File: config.mk
export PLATFORM = sky130hd
export DESIGN_NAME = page_replacement_engine_unit
export DESIGN_NICKNAME = d
export VERILOG_FILES = /design/src/sv/pre_pkg.sv /design/src/sv/pre_ctrl.sv /design/src/sv/pre_datapath.sv /design/src/sv/page_replacement_engine_unit.sv
export VERILOG_INCLUDE_DIRS = /design/src /design/src/sv
export SDC_FILE = /design/constraint.sdc
export NUM_CORES = 1
export LEC_CHECK = 0
export BUFFER_PORTS_ARGS = -buffer_cell sky130_fd_sc_hd__clkbuf_2
export CORE_MARGIN = 4
export CORE_UTILIZATION = 50
export DETAILED_ROUTE_END_ITERATION = 7
export PLACE_DENSITY = 0.71
export SLEW_MARGIN = 20
export SYNTH_ARGS = -nofsm -noshare
export SYNTH_HDL_FRONTEND = slang
export SYNTH_HIERARCHICAL = 1
export SYNTH_SLANG_ARGS = --single-unit
File: constraint.sdc
create_clock -name clk -period 12.15 [get_ports clk]
set_clock_uncertainty 0.1 [all_clocks]
set_input_delay 2.43 -clock clk [delete_from_list [all_inputs] [get_ports clk]]
set_output_delay 2.43 -clock clk [all_outputs]
set_load 0.005 [all_outputs]
File: src/sv/page_replacement_engine_unit_assert.svh
// Assertion macros for the page replacement engine.
`ifndef PAGE_REPLACEMENT_ENGINE_UNIT_ASSERT_SVH
`define PAGE_REPLACEMENT_ENGINE_UNIT_ASSERT_SVH

// Same-cycle implication, sampled on clk, off during reset.
`define PRE_ASSERT_SAME(lbl, ante, cons, msg) \
	lbl: assert property (@(posedge clk) disable iff (!arst_n) (ante) |-> (cons)) else $error(msg);

// Next-cycle implication, sampled on clk, off during reset.
`define PRE_ASSERT_NEXT(lbl, ante, cons, msg) \
	lbl: assert property (@(posedge clk) disable iff (!arst_n) (ante) |=> (cons)) else $error(msg);

`endif

File: src/sv/pre_pkg.sv
// Shared types and constants for the page replacement engine.
`default_nettype none

package pre_pkg;

	localparam int PAGE_COUNT  = 8;
	localparam int FRAME_COUNT = 4;
	localparam int PAGE_W      = 3;
	localparam int FRAME_W     = 2;
	localparam int CNT_W       = 32;

	localparam logic [1:0] POL_FIFO = 2'd0;
	localparam logic [1:0] POL_LRU  = 2'd1;
	localparam logic [1:0] POL_SC   = 2'd2;

	typedef struct packed {
		logic [PAGE_W-1:0] page;
		logic              is_write;
	} in_word_t;

	typedef struct packed {
		logic               hit;
		logic [FRAME_W-1:0] frame;
		logic               evicted;
		logic [PAGE_W-1:0]  victim_page;
		logic               writeback;
		logic [CNT_W-1:0]   refs_so_far;
		logic [CNT_W-1:0]   faults_so_far;
		logic [CNT_W-1:0]   disk_accesses_so_far;
	} out_word_t;

	typedef struct packed {
		logic               load;
		logic               lookup;
		logic               scan;
		logic               update;
		logic [FRAME_W-1:0] scan_idx;
	} ctrl_cmd_t;

	typedef struct packed {
		logic hit;
		logic full;
	} ctrl_sts_t;

endpackage

`default_nettype wire

File: src/sv/pre_ctrl.sv
// Sequencer for lookup, victim scan and update of one reference.
`default_nettype none

module pre_ctrl (
	input  wire logic               clk,
	input  wire logic               arst_n,
	input  wire logic               start,
	input  wire pre_pkg::ctrl_sts_t sts,
	output logic                    busy,
	output pre_pkg::ctrl_cmd_t      cmd
);

	localparam logic [1:0] S_IDLE   = 2'd0;
	localparam logic [1:0] S_LOOKUP = 2'd1;
	localparam logic [1:0] S_SCAN   = 2'd2;
	localparam logic [1:0] S_UPDATE = 2'd3;

	localparam logic [pre_pkg::FRAME_W-1:0] LAST_FRAME =
		pre_pkg::FRAME_W'(pre_pkg::FRAME_COUNT - 1);

	logic [1:0]                  state_q;
	logic [pre_pkg::FRAME_W-1:0] cnt_q;

	assign busy = (state_q != S_IDLE);

	always_comb begin
		cmd.load     = start && (state_q == S_IDLE);
		cmd.lookup   = (state_q == S_LOOKUP);
		cmd.scan     = (state_q == S_SCAN);
		cmd.update   = (state_q == S_UPDATE);
		cmd.scan_idx = cnt_q;
	end

	always_ff @(posedge clk or negedge arst_n) begin
		if (!arst_n) begin
			state_q <= S_IDLE;
			cnt_q   <= '0;
		end else begin
			unique case (state_q)
				S_IDLE: begin
					if (start) state_q <= S_LOOKUP;
				end
				S_LOOKUP: begin
					cnt_q <= '0;
					// scan only when every frame is taken and the page is absent
					if (sts.hit || !sts.full) state_q <= S_UPDATE;
					else state_q <= S_SCAN;
				end
				S_SCAN: begin
					if (cnt_q == LAST_FRAME) state_q <= S_UPDATE;
					else cnt_q <= cnt_q + 1'b1;
				end
				S_UPDATE: begin
					state_q <= S_IDLE;
				end
				default: state_q <= S_IDLE;
			endcase
		end
	end

endmodule

`default_nettype wire

File: src/sv/pre_datapath.sv
// Page table, frame table, age ranks, victim scan and running totals.
`default_nettype none

module pre_datapath (
	input  wire logic               clk,
	input  wire logic               arst_n,
	input  wire pre_pkg::ctrl_cmd_t cmd,
	input  wire pre_pkg::in_word_t  item,
	input  wire logic [1:0]         policy,
	output pre_pkg::ctrl_sts_t      sts,
	output pre_pkg::out_word_t      result,
	output logic                    done
);

	localparam int PC = pre_pkg::PAGE_COUNT;
	localparam int FC = pre_pkg::FRAME_COUNT;
	localparam int FW = pre_pkg::FRAME_W;
	localparam int PW = pre_pkg::PAGE_W;
	localparam int CW = pre_pkg::CNT_W;

	logic [PC-1:0] present_q;
	logic [FW-1:0] pfi_q   [PC];
	logic [PW-1:0] owner_q [FC];
	logic [FW-1:0] rank_q  [FC];
	logic [FC-1:0] dirty_q;
	logic [FC-1:0] refd_q;
	logic [FW:0]   used_q;

	logic [CW-1:0] refs_q;
	logic [CW-1:0] faults_q;
	logic [CW-1:0] disk_q;

	logic [PW-1:0] page_q;
	logic          wr_q;
	logic          hit_q;
	logic          full_q;
	logic [FW-1:0] frame_q;

	logic          sc_found_q;
	logic [FW-1:0] sc_best_q;
	logic [FW-1:0] sc_rank_q;
	logic [FW-1:0] fb_best_q;
	logic [FW-1:0] fb_rank_q;

	pre_pkg::out_word_t result_q;
	logic               done_q;

	logic          evict;
	logic [FW-1:0] f_upd;
	logic [FW-1:0] cur_rank;
	logic          aging;
	logic [FW:0]   old_rank;
	logic [PW-1:0] victim_page;
	logic          wb;
	logic [CW-1:0] refs_nx;
	logic [CW-1:0] faults_nx;
	logic [CW:0]   disk_sum;
	logic [CW-1:0] disk_nx;

	assign sts.hit  = present_q[page_q];
	assign sts.full = (used_q == (FW+1)'(FC));

	assign evict       = !hit_q && full_q;
	assign f_upd       = evict ? (((policy == pre_pkg::POL_SC) && sc_found_q) ?
	                     sc_best_q : fb_best_q) : frame_q;
	assign cur_rank    = rank_q[cmd.scan_idx];
	assign aging       = !hit_q || (policy == pre_pkg::POL_LRU);
	assign old_rank    = (hit_q || full_q) ? {1'b0, rank_q[f_upd]} : (FW+1)'(FC);
	assign victim_page = evict ? owner_q[f_upd] : '0;
	assign wb          = evict && dirty_q[f_upd];

	assign refs_nx   = (refs_q == '1) ? refs_q : refs_q + 1'b1;
	assign faults_nx = (!hit_q && (faults_q != '1)) ? faults_q + 1'b1 : faults_q;
	assign disk_sum  = {1'b0, disk_q} + (CW+1)'(!hit_q) + (CW+1)'(wb);
	assign disk_nx   = disk_sum[CW] ? '1 : disk_sum[CW-1:0];

	// control state and totals
	always_ff @(posedge clk or negedge arst_n) begin
		if (!arst_n) begin
			present_q <= '0;
			used_q    <= '0;
			refs_q    <= '0;
			faults_q  <= '0;
			disk_q    <= '0;
			done_q    <= 1'b0;
		end else begin
			done_q <= cmd.update;
			if (cmd.update) begin
				refs_q   <= refs_nx;
				faults_q <= faults_nx;
				disk_q   <= disk_nx;
				if (!hit_q) begin
					if (evict) present_q[victim_page] <= 1'b0;
					else used_q <= used_q + 1'b1;
					present_q[page_q] <= 1'b1;
				end
			end
		end
	end

	// latch the word, look it up, then scan
	always_ff @(posedge clk) begin
		if (cmd.load) begin
			page_q <= item.page;
			wr_q   <= item.is_write;
		end
		if (cmd.lookup) begin
			hit_q      <= sts.hit;
			full_q     <= sts.full;
			frame_q    <= sts.hit ? pfi_q[page_q] : used_q[FW-1:0];
			sc_found_q <= 1'b0;
		end
		if (cmd.scan) begin
			if ((policy == pre_pkg::POL_SC) && !refd_q[cmd.scan_idx] &&
			    (!sc_found_q || (cur_rank > sc_rank_q))) begin
				sc_found_q <= 1'b1;
				sc_best_q  <= cmd.scan_idx;
				sc_rank_q  <= cur_rank;
			end
			if ((cmd.scan_idx == '0) || (cur_rank > fb_rank_q)) begin
				fb_best_q <= cmd.scan_idx;
				fb_rank_q <= cur_rank;
			end
		end
	end

	// frame table and age ranks
	always_ff @(posedge clk) begin
		if (cmd.scan && (policy == pre_pkg::POL_SC)) refd_q[cmd.scan_idx] <= 1'b0;
		if (cmd.update) begin
			refd_q[f_upd] <= 1'b1;
			if (hit_q) begin
				dirty_q[f_upd] <= dirty_q[f_upd] | wr_q;
			end else begin
				dirty_q[f_upd] <= wr_q;
				owner_q[f_upd] <= page_q;
				pfi_q[page_q]  <= f_upd;
			end
			if (aging) begin
				for (int g = 0; g < FC; g++) begin
					if (((FW+1)'(g) < used_q) && (FW'(g) != f_upd) &&
					    ({1'b0, rank_q[g]} < old_rank))
						rank_q[g] <= rank_q[g] + 1'b1;
				end
				rank_q[f_upd] <= '0;
			end
		end
	end

	// result word
	always_ff @(posedge clk) begin
		if (cmd.update) begin
			result_q.hit                  <= hit_q;
			result_q.frame                <= f_upd;
			result_q.evicted              <= evict;
			result_q.victim_page          <= victim_page;
			result_q.writeback            <= wb;
			result_q.refs_so_far          <= refs_nx;
			result_q.faults_so_far        <= faults_nx;
			result_q.disk_accesses_so_far <= disk_nx;
		end
	end

	assign result = result_q;
	assign done   = done_q;

endmodule

`default_nettype wire

File: src/sv/page_replacement_engine_unit.sv
// Top level of the page replacement engine: register port, sequencer and datapath.
//
// Takes one page reference (page, is_write) when start is high and busy is low,
// and answers with one result word, marked by a single-cycle done strobe that
// the receiver cannot hold off. A hit, or a fault that fills a free frame, passes
// through the lookup and update states; a fault that evicts also passes through
// the victim scan, which visits one frame per cycle. busy drops in the cycle
// done is high, so the next reference can be taken in that cycle. The policy
// register (0 FIFO, 1 LRU, 2 second chance, 3 as FIFO) sits at byte address 0 and
// must be written by the user only while busy is low; the block does not check.
`default_nettype none

module page_replacement_engine_unit (
	input  wire logic               clk,
	input  wire logic               arst_n,
	input  wire logic               start,
	output logic                    busy,
	input  wire pre_pkg::in_word_t  item,
	output logic                    done,
	output pre_pkg::out_word_t      result,
	input  wire logic               psel,
	input  wire logic               penable,
	input  wire logic               pwrite,
	input  wire logic [2:0]         paddr,
	input  wire logic [31:0]        pwdata,
	output logic [31:0]             prdata,
	output logic                    pready
);

	logic [1:0]         policy_q;
	pre_pkg::ctrl_cmd_t cmd;
	pre_pkg::ctrl_sts_t sts;

	assign pready = 1'b1;
	assign prdata = paddr[2] ? 32'd0 : {30'd0, policy_q};

	always_ff @(posedge clk or negedge arst_n) begin
		if (!arst_n) begin
			policy_q <= pre_pkg::POL_FIFO;
		end else if (psel && penable && pwrite && pready && !paddr[2]) begin
			policy_q <= pwdata[1:0];
		end
	end

	pre_ctrl u_ctrl (
		.clk    (clk),
		.arst_n (arst_n),
		.start  (start),
		.sts    (sts),
		.busy   (busy),
		.cmd    (cmd)
	);

	pre_datapath u_dp (
		.clk    (clk),
		.arst_n (arst_n),
		.cmd    (cmd),
		.item   (item),
		.policy (policy_q),
		.sts    (sts),
		.result (result),
		.done   (done)
	);

`include "page_replacement_engine_unit_assert.svh"

	`PRE_ASSERT_NEXT(a_accept_busy, start && !busy, busy, "accepted word did not raise busy")
	`PRE_ASSERT_SAME(a_done_idle, done, !busy, "result word while still busy")
	`PRE_ASSERT_SAME(a_hit_no_evict, done && result.hit, !result.evicted, "hit with eviction")
	`PRE_ASSERT_SAME(a_wb_evict, done && result.writeback, result.evicted,
		"writeback without eviction")

endmodule

`default_nettype wire
# After elaboration in Yosys (flattened, before gate mapping)
# Memory sizes are Yosys's and may differ from the RTL's. A register that Yosys moved wholly into a read port is not among the register bits.
# Index checks and enable logic that the tools add are counted.
# op_classes
add_sub_neg	10
n_lt_le_gt_ge	18
n_eq_ne	15
mux	63
bitwise	9
n_reduce_logical	44
# ops
op	count
32-bit two-way mux	3
32-bit by 1-bit adder with 32-bit output, second input constant	2
32-bit by 1-bit adder with 33-bit output	1
33-bit by 1-bit adder with 33-bit output	1
1-bit two-way mux	33
32-bit equality test, second input constant	1
32-bit != test, second input constant	1
8-bit two-way mux	3
1-bit logical AND	23
2-bit two-way mux	7
2-bit by 3-bit less-than comparator with 1-bit output	4
4-bit two-way mux	3
2-bit by 1-bit adder with 2-bit output, second input constant	5
2-bit AND reduction	5
3-bit two-way mux	3
8-bit AND	1
4-bit bitwise mux	2
2-bit equality test, second input constant	4
3-bit by 4-bit less-than comparator with 1-bit output, second input constant	2
8-bit NOT	1
8-bit bitwise OR	1
2-bit case mux with 4 select lines	1
1-bit demux with 3-bit select	2
3-bit by 1-bit greater-or-equal comparator with 1-bit output, second input constant	2
other kinds (26)	48
# totals
reg_bits	243
ram_bits	36
input_bits	45
memories	3
# mem_list
name	words	width	rd	rd_ports_with_merged_regs	wr	line_no	text
u_dp.pfi_q	8	2	1	1	1	pre_datapath.sv:22	logic [FW-1:0] pfi_q [PC];
u_dp.owner_q	4	3	1	0	1	pre_datapath.sv:23	logic [PW-1:0] owner_q [FC];
u_dp.rank_q	4	2	6	0	5	pre_datapath.sv:24	logic [FW-1:0] rank_q [FC];

# Depth between registers and ports, before layout
# Gate-level depths: netlist (run 1).
# An unclocked memory read counts as a cell.
# logic_depth
ltp_word	16
depth_mapped	22
ltp_nobuf	17

# By module
# Netlist (run 1), hierarchy kept.
# by_module_without_submodules
mod	instances	cells_per_inst	area_per_inst_um2	seq_area_each_um2
pre_datapath	1	1147	12917.4	7587.3
page_replacement_engine_unit	1	40	361.6	50.0
pre_ctrl	1	31	300.3	100.1

# Worst setup path after synthesis (run 1)
# OpenSTA, ideal clock, no wires.
# synth_path
path_kind	reg-to-reg
startpoint	register u_ctrl.state_q[1]
endpoint	memory u_dp/pfi_q[5][0] in the netlist's numbering, enable pin
setup_time_ns	0.358
arrival_time_ns	4.849
t_required_ns	11.692
setup_slack_ns	6.844
path_stages_with_launch	6
synth_period_minus_slack_ns	5.306
path_cell_list	dfrtp_1 -> ha_1 -> clkinv_1 -> nor2_1 -> nand2_1 -> nor3b_1
# synth_rtl
element	line_no	text
from (decl)	pre_ctrl.sv:21	logic [1:0] state_q;
from (signal assigned)	pre_ctrl.sv:36	state_q <= S_IDLE;
from (signal assigned)	pre_ctrl.sv:41	if (start) state_q <= S_LOOKUP;
from (signal assigned)	pre_ctrl.sv:46	if (sts.hit || !sts.full) state_q <= S_UPDATE;
to (decl)	pre_datapath.sv:22	

# Final worst setup path (run 1)
# layout_path
startpoint	register u_dp.hit_q
endpoint	register u_dp.disk_q[13]
# layout_between
elab_chain_cells	8
elab_cells_between_ends	9
cone_classes	2 x add/sub; 4 x mux; 3 x reduce/logical
# layout_rtl
element	line_no	text
from (decl)	pre_datapath.sv:35	logic hit_q;
from (signal assigned)	pre_datapath.sv:108	hit_q <= sts.hit;
1-bit zero test (*)	pre_datapath.sv:63	assign evict = !hit_q && full_q;
1-bit logical AND (*)	pre_datapath.sv:63	
via u_dp.evict	pre_datapath.sv:48	logic evict;
2-bit two-way mux	pre_datapath.sv:64	assign f_upd = evict ? (((policy == pre_pkg::POL_SC) && sc_found_q) ?
1-bit binary-select mux with 2-bit select	pre_datapath.sv:70	assign wb = evict && dirty_q[f_upd];
1-bit two-way mux (not written as such)	pre_datapath.sv:70	
1-bit logical AND (*)	pre_datapath.sv:70	
via u_dp.wb	pre_datapath.sv:54	logic wb;
33-bit by 1-bit adder with 33-bit output (*)	pre_datapath.sv:74	assign disk_sum = {1'b0, disk_q} + (CW+1)'(!hit_q) + (CW+1)'(wb);
32-bit two-way mux (*)	pre_datapath.sv:75	assign disk_nx = disk_sum[CW] ? '1 : disk_sum[CW-1:0];
to (signal assigned)	pre_datapath.sv:91	disk_q <= disk_nx;
to (decl)	pre_datapath.sv:31	logic [CW-1:0] disk_q;
# Mark *: on every way through the listed nets, which the timed path passes. The rest lies on a longest branch. The select of a mux whose other input is x is not followed.
# A chain may end at the register's enable or synchronous reset.

==> impl_metrics.toml, run 1 <==
[power]
powerDensity_nw_per_um2 = 221
leakagePower_nw = 6.47
p_total_w = 0.00338
irDropWorstVdd_mv = 0.118

[routing]
drtAntennaViolNets = 0
wl_per_cell_um = 16.0
first_pass_iters = 6
drt-total-wl_um = 27000
drc = 0
vias = 9093
drt_iter0_markers = 943
avgViaCountPerCell = 5.41

[timing]
fin_crit_ps = 6580
setup_viol = 0
hold_viol_final = 0
tns_ps = 0
rsz0062_at_grt = "no"
fin_crit_sh_pct = 54.2
tightestPinTransition_ps = 1070
max_freq_ghz = 0.152
slew_violations = 0
maxSlewHeadroom_pct = 28.6

[place]
gp_congestion = 0.820
post_dp_cell_area_um2 = 14300
post-dp-hpwl_um = 18700
port_buffers = 120

[clock_tree]
clk_latency_ps = 530
cts_hold_buf = 0
cts_root_buf = "clkbuf_16"
h-tree-depth = 1
cts_buffers = 29
clk_pin_slew_ps = 60
cts_resized = 0
cts.path.max_buffers = 3
cts_tree = "yes"
cts_setup_buffers = 0
cts_sinks = 282

[layout]
layout_common_cells = "edfxtp_1 (152), nor2_1 (128), nand2_1 (128)"
drive_gt1_share_pct = 16.0
nets = 1383
syn_to_final_growth_pct = 12.5
final_cell_area_um2 = 15300
nFillCells = 2228
insertedDiodeCount = 0
multiInputGateArea_um2 = 5360
final_util_pct = 57.0
final_common_cell = "edfxtp_1"
final-seq-area_um2 = 7740

[critical_path]
path_max_fanout = 32
cp.required_ps = 12490
cp-end-kind = "flop"
critical_path_class = "flop to flop"
rrSetupSlack_ps = 5570
start_kind = "flop"
r2r_cells = 17
worstPathArrival_ps = 6930

[global_routing]
grtUsageTotal_pct = 17.8
first_global_vias = 8685
antenna_found_initial = 0
grt-ovfl-total = 0
grt_max_degree = 90
grt_pass1_wl_um = 44800

[synth]
synthesis.area_um2 = 13600
ys_seq_elements = 282
synthCells = 1218
synthArstFlopShare_pct = 40.4
yosys_warnings = 6
syn_area_per_cell_um2 = 11.1
synth_edf_count = 152
ys_seq_area_share_pct = 57.0
ys_types = 68
ys.flop_type = "edfxtp_1"

[die]
die-area_um2 = 29900
core_area_um2 = 26800
die_y_um = 173
rows = 60
io_pins = 184
initial_core_util_pct = 50.7
die_width_um = 173

[status]
status = "completed"

[worst_hold_path]
holdCritPathClass = "flop to flop"
min_path_cells = 1

[job]
maxCapViolations = 0
-- metal layers --
metal  global-route usage (%)  vias up  routed length [um]
met5                        0        -                   0
met4                     4.42        0                 598
met3                     2.89       44                1410
met2                     29.3      244               12800
met1                     24.8     4371               12200
li1                         -     4434                   -
-- synth_stat cells (all sizes together), types with 4 or more instances --
library cell | count | area [um2]
dfrtp | 114 | 2850
a22oi | 4 | 30.0
nor2 | 128 | 480
nor3 | 27 | 140
a31oi | 19 | 119
and2 | 11 | 68.8
a21oi | 38 | 190
or2 | 5 | 31.3
o21ai | 27 | 135
nand4 | 35 | 219
nor2b | 7 | 43.8
nand3 | 61 | 305
nand2b | 10 | 62.6
and3 | 31 | 194
xnor2 | 81 | 709
nand4b | 5 | 73.8
ha | 19 | 238
xor2 | 64 | 561
buf | 42 | 290
clkbuf | 43 | 164
nor4 | 16 | 143
o21a | 8 | 60.1
dfxtp | 16 | 320
and4 | 10 | 87.6
mux2 | 19 | 221
nand2 | 129 | 492
mux4 | 9 | 203
inv | 36 | 135
mux2i | 6 | 60.1
edfxtp | 152 | 4560
-- path summary, 6_finish.rpt --
check | start | to
min reg2reg | u_dp/refd_q[3] | u_dp/refd_q[3]
min in group asynchronous | arst_n | u_dp/faults_q[2]
max in group asynchronous | arst_n | u_dp/disk_q[29]
max | u_dp/hit_q | u_dp/disk_q[13]
max reg2reg | u_dp/hit_q | u_dp/disk_q[13]
min | u_dp/refd_q[3] | u_dp/refd_q[3]
-- where the power goes --
group	switching, W	internal (W)	leakage, nW
Sequential	0.000163	0.00136	3.06
Clock	0.000354	0.000550	0.462
Combinational	0.000591	0.000362	2.95
Total	0.00111	0.00227	6.47
-- logic make-up (layout without fill, tap and decap cells) --
family                     count (synthesis)  count (layout)  share of synthesized area (%)
adders and majority gates                 20              20                           1.90
AOI/OAI and AO/OA                        122             122                           5.53
muxes                                     34              34                           3.57
xor gates and xnor gates                 145             145                           9.35
buffers and inverters                    124             217                           4.42
other                                      2              31                         0.0553
and+or+nand+nor                          489             489                           18.2
DFF                                      282             282                           57.0
-- through the flow --
| step | setup WS, ps | cells | hold slack [ps] |
|---|---|---|---|
| 6_report | 5570 | 1681 | 362 |
| 5_1_grt | 4840 | 1681 | 381 |
| 4_1_cts | 5580 | 1681 | 358 |
| 3_5_place_dp | 5600 | 1628 | 343 |
| 3_3_place_gp | 5750 | 1628 | 333 |
| 2_1_floorplan | 6840 | 1247 | 321 |
-- registers in the layout, indices dropped and copies added, names as in the netlist, 3 cells and up, named ones only --
name and cells:
u_dp/page_q 3, u_dp/disk_q 32, u_dp/refd_q 4, u_dp/refs_q 32
u_dp/rank_q 8, u_dp/dirty_q 4, u_dp/faults_q 32, u_dp/pfi_q 16
u_dp/used_q 3, u_dp/result 104, u_dp/present_q 8, u_dp/owner_q 12
-- worst max-delay path: stages, from the launching register on --
cell      delay, ps
edfxtp_1        640
nand2b_1        430
clkinv_1        380
o211ai_1        290
nand2_1         310
inv_1           590
mux2i_1         160
mux2_2          310
nor2_1          200
fa_1            240
ha_1            210
and3_1          350
nand2_1         190
nor4_2          700
nand2_1         800
o21ai_0         300
a21oi_1         100
a31oi_1         180
-- area by class of cell --
| cell class | instances | area share (%) |
|---|---|---|
| sequential | 282 | 50.6 |
| clock buffer | 39 | 5.06 |
| tap | 341 | 2.79 |
| timing repair buffer | 125 | 4.19 |
| multi-input combinational | 841 | 35.1 |
| clock inverter | 14 | 1.27 |
| inverter | 39 | 0.958 |
No activity file was read; power rests on OpenSTA's default activity.
==> run 2, diff against run 1 <==
- PLACE_DENSITY: 0.71 -> 0.74
- clock period: 12.15 -> 5.86 ns (I/O delays scaled with it)
==> impl_metrics.toml, run 2 (same netlist as run 1, synthesis figures left out) <==
[layout]
insertedDiodeCount = 0
nFillCells = 2201
nets = 1392
largest_reg_flops = 104
final_common_cell = "edfxtp_1"
final_util_pct = 57.2
syn_to_final_growth_pct = 12.9
drive_gt1_share_pct = 16.9
layout_common_cells = "edfxtp_1 (152), nor2_1 (128), nand2_1 (128)"

[clock_tree]
cts.path.max_buffers = 3
cts_tree = "yes"
clk_pin_slew_ps = 60
clk_latency_ps = 540
cts_buffers = 30
cts_sinks = 282
cts_setup_buffers = 0
cts_hold_buf = 0
cts_root_buf = "clkbuf_16"
cts_resized = 0
h-tree-depth = 1

[status]
status = "completed"

[power]
combPwrFrac_pct = 28.6
p_total_w = 0.00695
powerDensity_nw_per_um2 = 453
clkPwrFrac_pct = 25.8
power_switching_w = 0.00230
leakagePower_nw = 6.52
p_seq_share_pct = 45.6
swShare_pct = 33.1
irDropWorstVdd_mv = 0.220
intPower_w = 0.00465

[die]
io_pins = 184
die_width_um = 173
rows = 60
die_y_um = 173
die-area_um2 = 29900
core_area_um2 = 26800
initial_core_util_pct = 50.7

[global_routing]
grt-ovfl-total = 0
use_met1_pct = 24.6
antenna_found_initial = 0
grt.met2_usage_pct = 30.1
grt_pass1_wl_um = 45200
met3_usage_pct = 2.91
busiest_layer = "met2"
grt_max_degree = 92
first_global_vias = 8768
grtUsageTotal_pct = 17.8

[timing]
max_freq_ghz = 0.203
maxSlewHeadroom_pct = 27.4
fin_crit_ps = 4920
slew_violations = 0
tns_ps = 0
fin_crit_sh_pct = 84.0
tightestPinTransition_ps = 1090
rsz0062_at_grt = "no"
hold_viol_final = 0
setup_viol = 0

[place]
post-dp-hpwl_um = 18600
gp_congestion = 0.833
port_buffers = 120

[routing]
drtAntennaViolNets = 0
drc = 0
vias = 9239
avgViaCountPerCell = 5.47
wl_per_cell_um = 16.2
drt-total-wl_um = 27300
first_pass_iters = 5
drt_iter0_markers = 762

[critical_path]
crit_buf_inv = 3
cp.required_ps = 6240
worstPathArrival_ps = 5300
critPathSlowestCell = "edfxtp_1"
path_delay_family = "simple AND/OR/NAND/NOR gates"
start_kind = "flop"
critical_path_class = "flop to flop"
path_cells = "nand2b_1 > clkinv_1 > o211ai_1 > nand2_1 > inv_1 > mux2i_1 > mux2_2 > nor2_1 > fa_1 > ha_1 > and3_1 > nand2_1 > nor4_2 > buf_4 > nand4_1 > nand4_1 > o21ai_0 > nor2_1"
path_max_fanout = 10
slowest_delay_ps = 650
cp-end-kind = "flop"

[worst_hold_path]
holdCritPathClass = "flop to flop"

[job]
maxCapViolations = 0
-- run 2: cell types whose count changed in the layout (fill, tap and decap cells not counted) --
cell       change
clkbuf_16      +2
clkbuf_8       +4
buf_4          +8
bufinv_16      -4
clkinv_2       +4
clkbuf_1       -5
-- run 2: worst paths after layout --
check	start	to	slack, ps	cells after the start
min in group asynchronous	arst_n	u_dp/faults_q[4]	630	1
max in group asynchronous	arst_n	u_ctrl/state_q[1]	3800	2
max	u_dp/hit_q	u_dp/disk_q[12]	940	18
min reg2reg	u_dp/refd_q[3]	u_dp/refd_q[3]	350	1
max reg2reg	u_dp/hit_q	u_dp/disk_q[12]	940	18
min	u_dp/refd_q[3]	u_dp/refd_q[3]	350	1
-- run 2: power by group through the flow --
stage / sequential, W / combinational (W) / clock, W
6_report: 0.00317 / 0.00199 / 0.00180
5_1_grt: 0.00322 / 0.00221 / 0.00194
4_1_cts: 0.00317 / 0.00200 / 0.00184
3_5_place_dp: 0.00320 / 0.00199 / 0
3_3_place_gp: 0.00318 / 0.00194 / 0
2_1_floorplan: 0.00313 / 0.00129 / 0
-- run 2: metrics by stage --
step           cell area [um2]  instances  hold slack, ps  setup slack (ps)
4_1_cts                  15300       1690             356               933
2_1_floorplan            13700       1247             321               554
5_1_grt                  15300       1690             388               459
3_5_place_dp             14400       1636             343               951
6_report                 15300       1690             353               940
3_3_place_gp             14400       1636             338              1080
-- run 2: layer usage --
metal  vias to the layer above  routed length [um]
met5                         -                   0
met4                         0                 524
met3                        39                1530
met2                       268               13000
met1                      4482               12200
li1                       4450                   -
-- run 2: final cells by class --
type | count | area (um2) | share of cell area (%)
Sequential cell | 282 | 7740 | 50.5
Multi-Input combinational cell | 841 | 5360 | 35.0
Tap cell | 341 | 427 | 2.78
Inverter | 39 | 146 | 0.955
Clock inverter | 14 | 93.8 | 0.612
Clock buffer | 40 | 860 | 5.61
Timing Repair Buffer | 133 | 701 | 4.57
-- run 2: worst reg2reg max path, stage by stage, from the launching register on --
cell and delay (ps):
edfxtp_1 650, nand2b_1 200, clkinv_1 280, o211ai_1 290, nand2_1 110, inv_1 210
mux2i_1 120, mux2_2 290, nor2_1 160, fa_1 240, ha_1 220, and3_1 340
nand2_1 190, nor4_2 340, buf_4 200, nand4_1 440, nand4_1 260, o21ai_0 120
nor2_1 90
==> run 3, diff against run 2 <==
- PLACE_DENSITY: 0.74 -> 0.71
- clock period: 5.86 -> 5.1 ns (I/O delays scaled with it)
==> impl_metrics.toml, run 3 (same netlist as run 1, synthesis figures left out) <==
[status]
status = "completed"

[clock_tree]
cts.path.max_buffers = 3
cts_sinks = 282
cts_root_buf = "clkbuf_16"
clk_latency_ps = 540
clk_pin_slew_ps = 60
cts_tree = "yes"
cts_buffers = 30
h-tree-depth = 1

[routing]
first_pass_iters = 5
drc = 0
vias = 9135
drt_iter0_markers = 743
avgViaCountPerCell = 5.40
drt-total-wl_um = 26900
drtAntennaViolNets = 0
wl_per_cell_um = 15.9

[layout]
layout_common_cells = "edfxtp_1 (152), nor2_1 (128), nand2_1 (127)"
largest_reg_flops = 104
nets = 1391
final-seq-area_um2 = 7740
final_common_cell = "edfxtp_1"
nFillCells = 2198
syn_to_final_growth_pct = 13.8
drive_gt1_share_pct = 17.1
multiInputGateArea_um2 = 5370
insertedDiodeCount = 0

[timing]
fin_hold_ws_ps = 358
setup_viol = 0
tns_ps = 0
rsz0062_at_grt = "no"
max_freq_ghz = 0.218
tightestPinTransition_ps = 874
fin_crit_ps = 4580
fin_crit_sh_pct = 89.8
maxSlewHeadroom_pct = 40.9
slew_violations = 0
hold_viol_final = 0

[power]
powerDensity_nw_per_um2 = 534
irDropWorstVdd_mv = 0.505
leakagePower_nw = 6.57

[die]
io_pins = 184
core_area_um2 = 26800
die_y_um = 173
initial_core_util_pct = 50.7
rows = 60
die_width_um = 173
die-area_um2 = 29900

[critical_path]
path_cells = "nand2b_1 > clkinv_1 > o211ai_1 > nand2_1 > inv_1 > mux2i_1 > mux2_2 > nor2_1 > fa_1 > ha_1 > and3_1 > nand2_1 > nor4_2 > buf_4 > and2_1 > and4_1 > a21oi_1"
path_max_fanout = 10
cp-end-kind = "flop"
critPathSlowestCell = "edfxtp_1"
worstPathArrival_ps = 4760
critical_path_class = "flop to flop"
cp.required_ps = 5290
slowest_delay_ps = 410
start_kind = "flop"
crit_top_cell = "nand2_1"
r2r_cells = 17

[worst_hold_path]
min_path_cells = 1
holdCritPathClass = "flop to flop"

[global_routing]
antenna_found_initial = 0
grt_max_degree = 66
first_global_vias = 8714
grt_pass1_wl_um = 44200
grtUsageTotal_pct = 17.5
grt-ovfl-total = 0

[place]
port_buffers = 120
gp_congestion = 0.812
post-dp-hpwl_um = 18600

[job]
maxCapViolations = 0
==> run 3: cell count changes in the layout (fill, tap and decap cells not counted), sizes merged <==
cell,before,now
clkbuf,159,152
bufinv,1,7
clkinv,14,16
buf,14,13
inv,36,37
==> run 3: critical path, delay by kind of cell, from the launching register on <==
kind | cells | cell delay, ps
multiplexers | 2 | 360
AO/OA/AOI/OAI | 2 | 380
buffers and inverters | 3 | 710
AND/OR/NAND/NOR | 8 | 1900
flip-flops | 1 | 410
adder cells (fa/ha/maj) | 2 | 460
==> run 3: worst paths after layout <==
kind                       slack (ps)      startpoint                end
setup reg to reg                  520     u_dp/full_q    u_dp/result[30]
max in group asynchronous        3450          arst_n  u_dp/present_q[5]
hold reg to reg                   360  u_dp/refd_q[3]     u_dp/refd_q[3]
hold / removal                    360  u_dp/refd_q[3]     u_dp/refd_q[3]
setup / recovery                  520     u_dp/full_q    u_dp/result[30]
min in group asynchronous         450          arst_n   u_dp/faults_q[4]
==> run 3: layout make-up <==
type	count	area share, %
flip-flops and latches	282	50.1
inverters	39	0.947
clock inverters	23	1.92
multi-input cells	841	34.7
well taps	341	2.76
repair buffers	132	4.49
clock buffers	33	5.07
==> run 3: layer usage <==
| metal | global-route usage [%] | routed length, um | up-vias |
|---|---|---|---|
| met4 | 3.26 | 327 | 0 |
| met5 | 0 | 0 | - |
| met1 | 24.5 | 12300 | 4390 |
| met3 | 2.91 | 1510 | 30 |
| li1 | - | - | 4464 |
| met2 | 29.4 | 12800 | 251 |
==> run 3: power breakdown <==
group,switching (W),internal (W)
Clock,0.000868,0.00146
Sequential,0.000377,0.00324
Combinational,0.00143,0.000879
Total,0.00267,0.00557
==> run 3: through the flow <==
stage / util [%] / area, um2 / instances / setup WS (ps) / total power (W)
after floorplan: - / 13700 / 1247 / 774 / 0.00505
after global placement: 53.6 / 14400 / 1634 / 524 / 0.00590
after detailed placement: 53.6 / 14400 / 1634 / 423 / 0.00598
after CTS: 57.6 / 15400 / 1690 / 392 / 0.00833
after global routing: 57.7 / 15500 / 1691 / 101 / 0.00875
final: 57.7 / 15500 / 1691 / 522 / 0.00825
==> run 3: timing repair <==
item / CTS / global route
hold buffers: 0 / 0
endpoints found under the setup margin: 0 / 16
gates resized for setup: 0 / 2
hold endpoints to repair: 0 / 0
setup buffers: 0 / 1
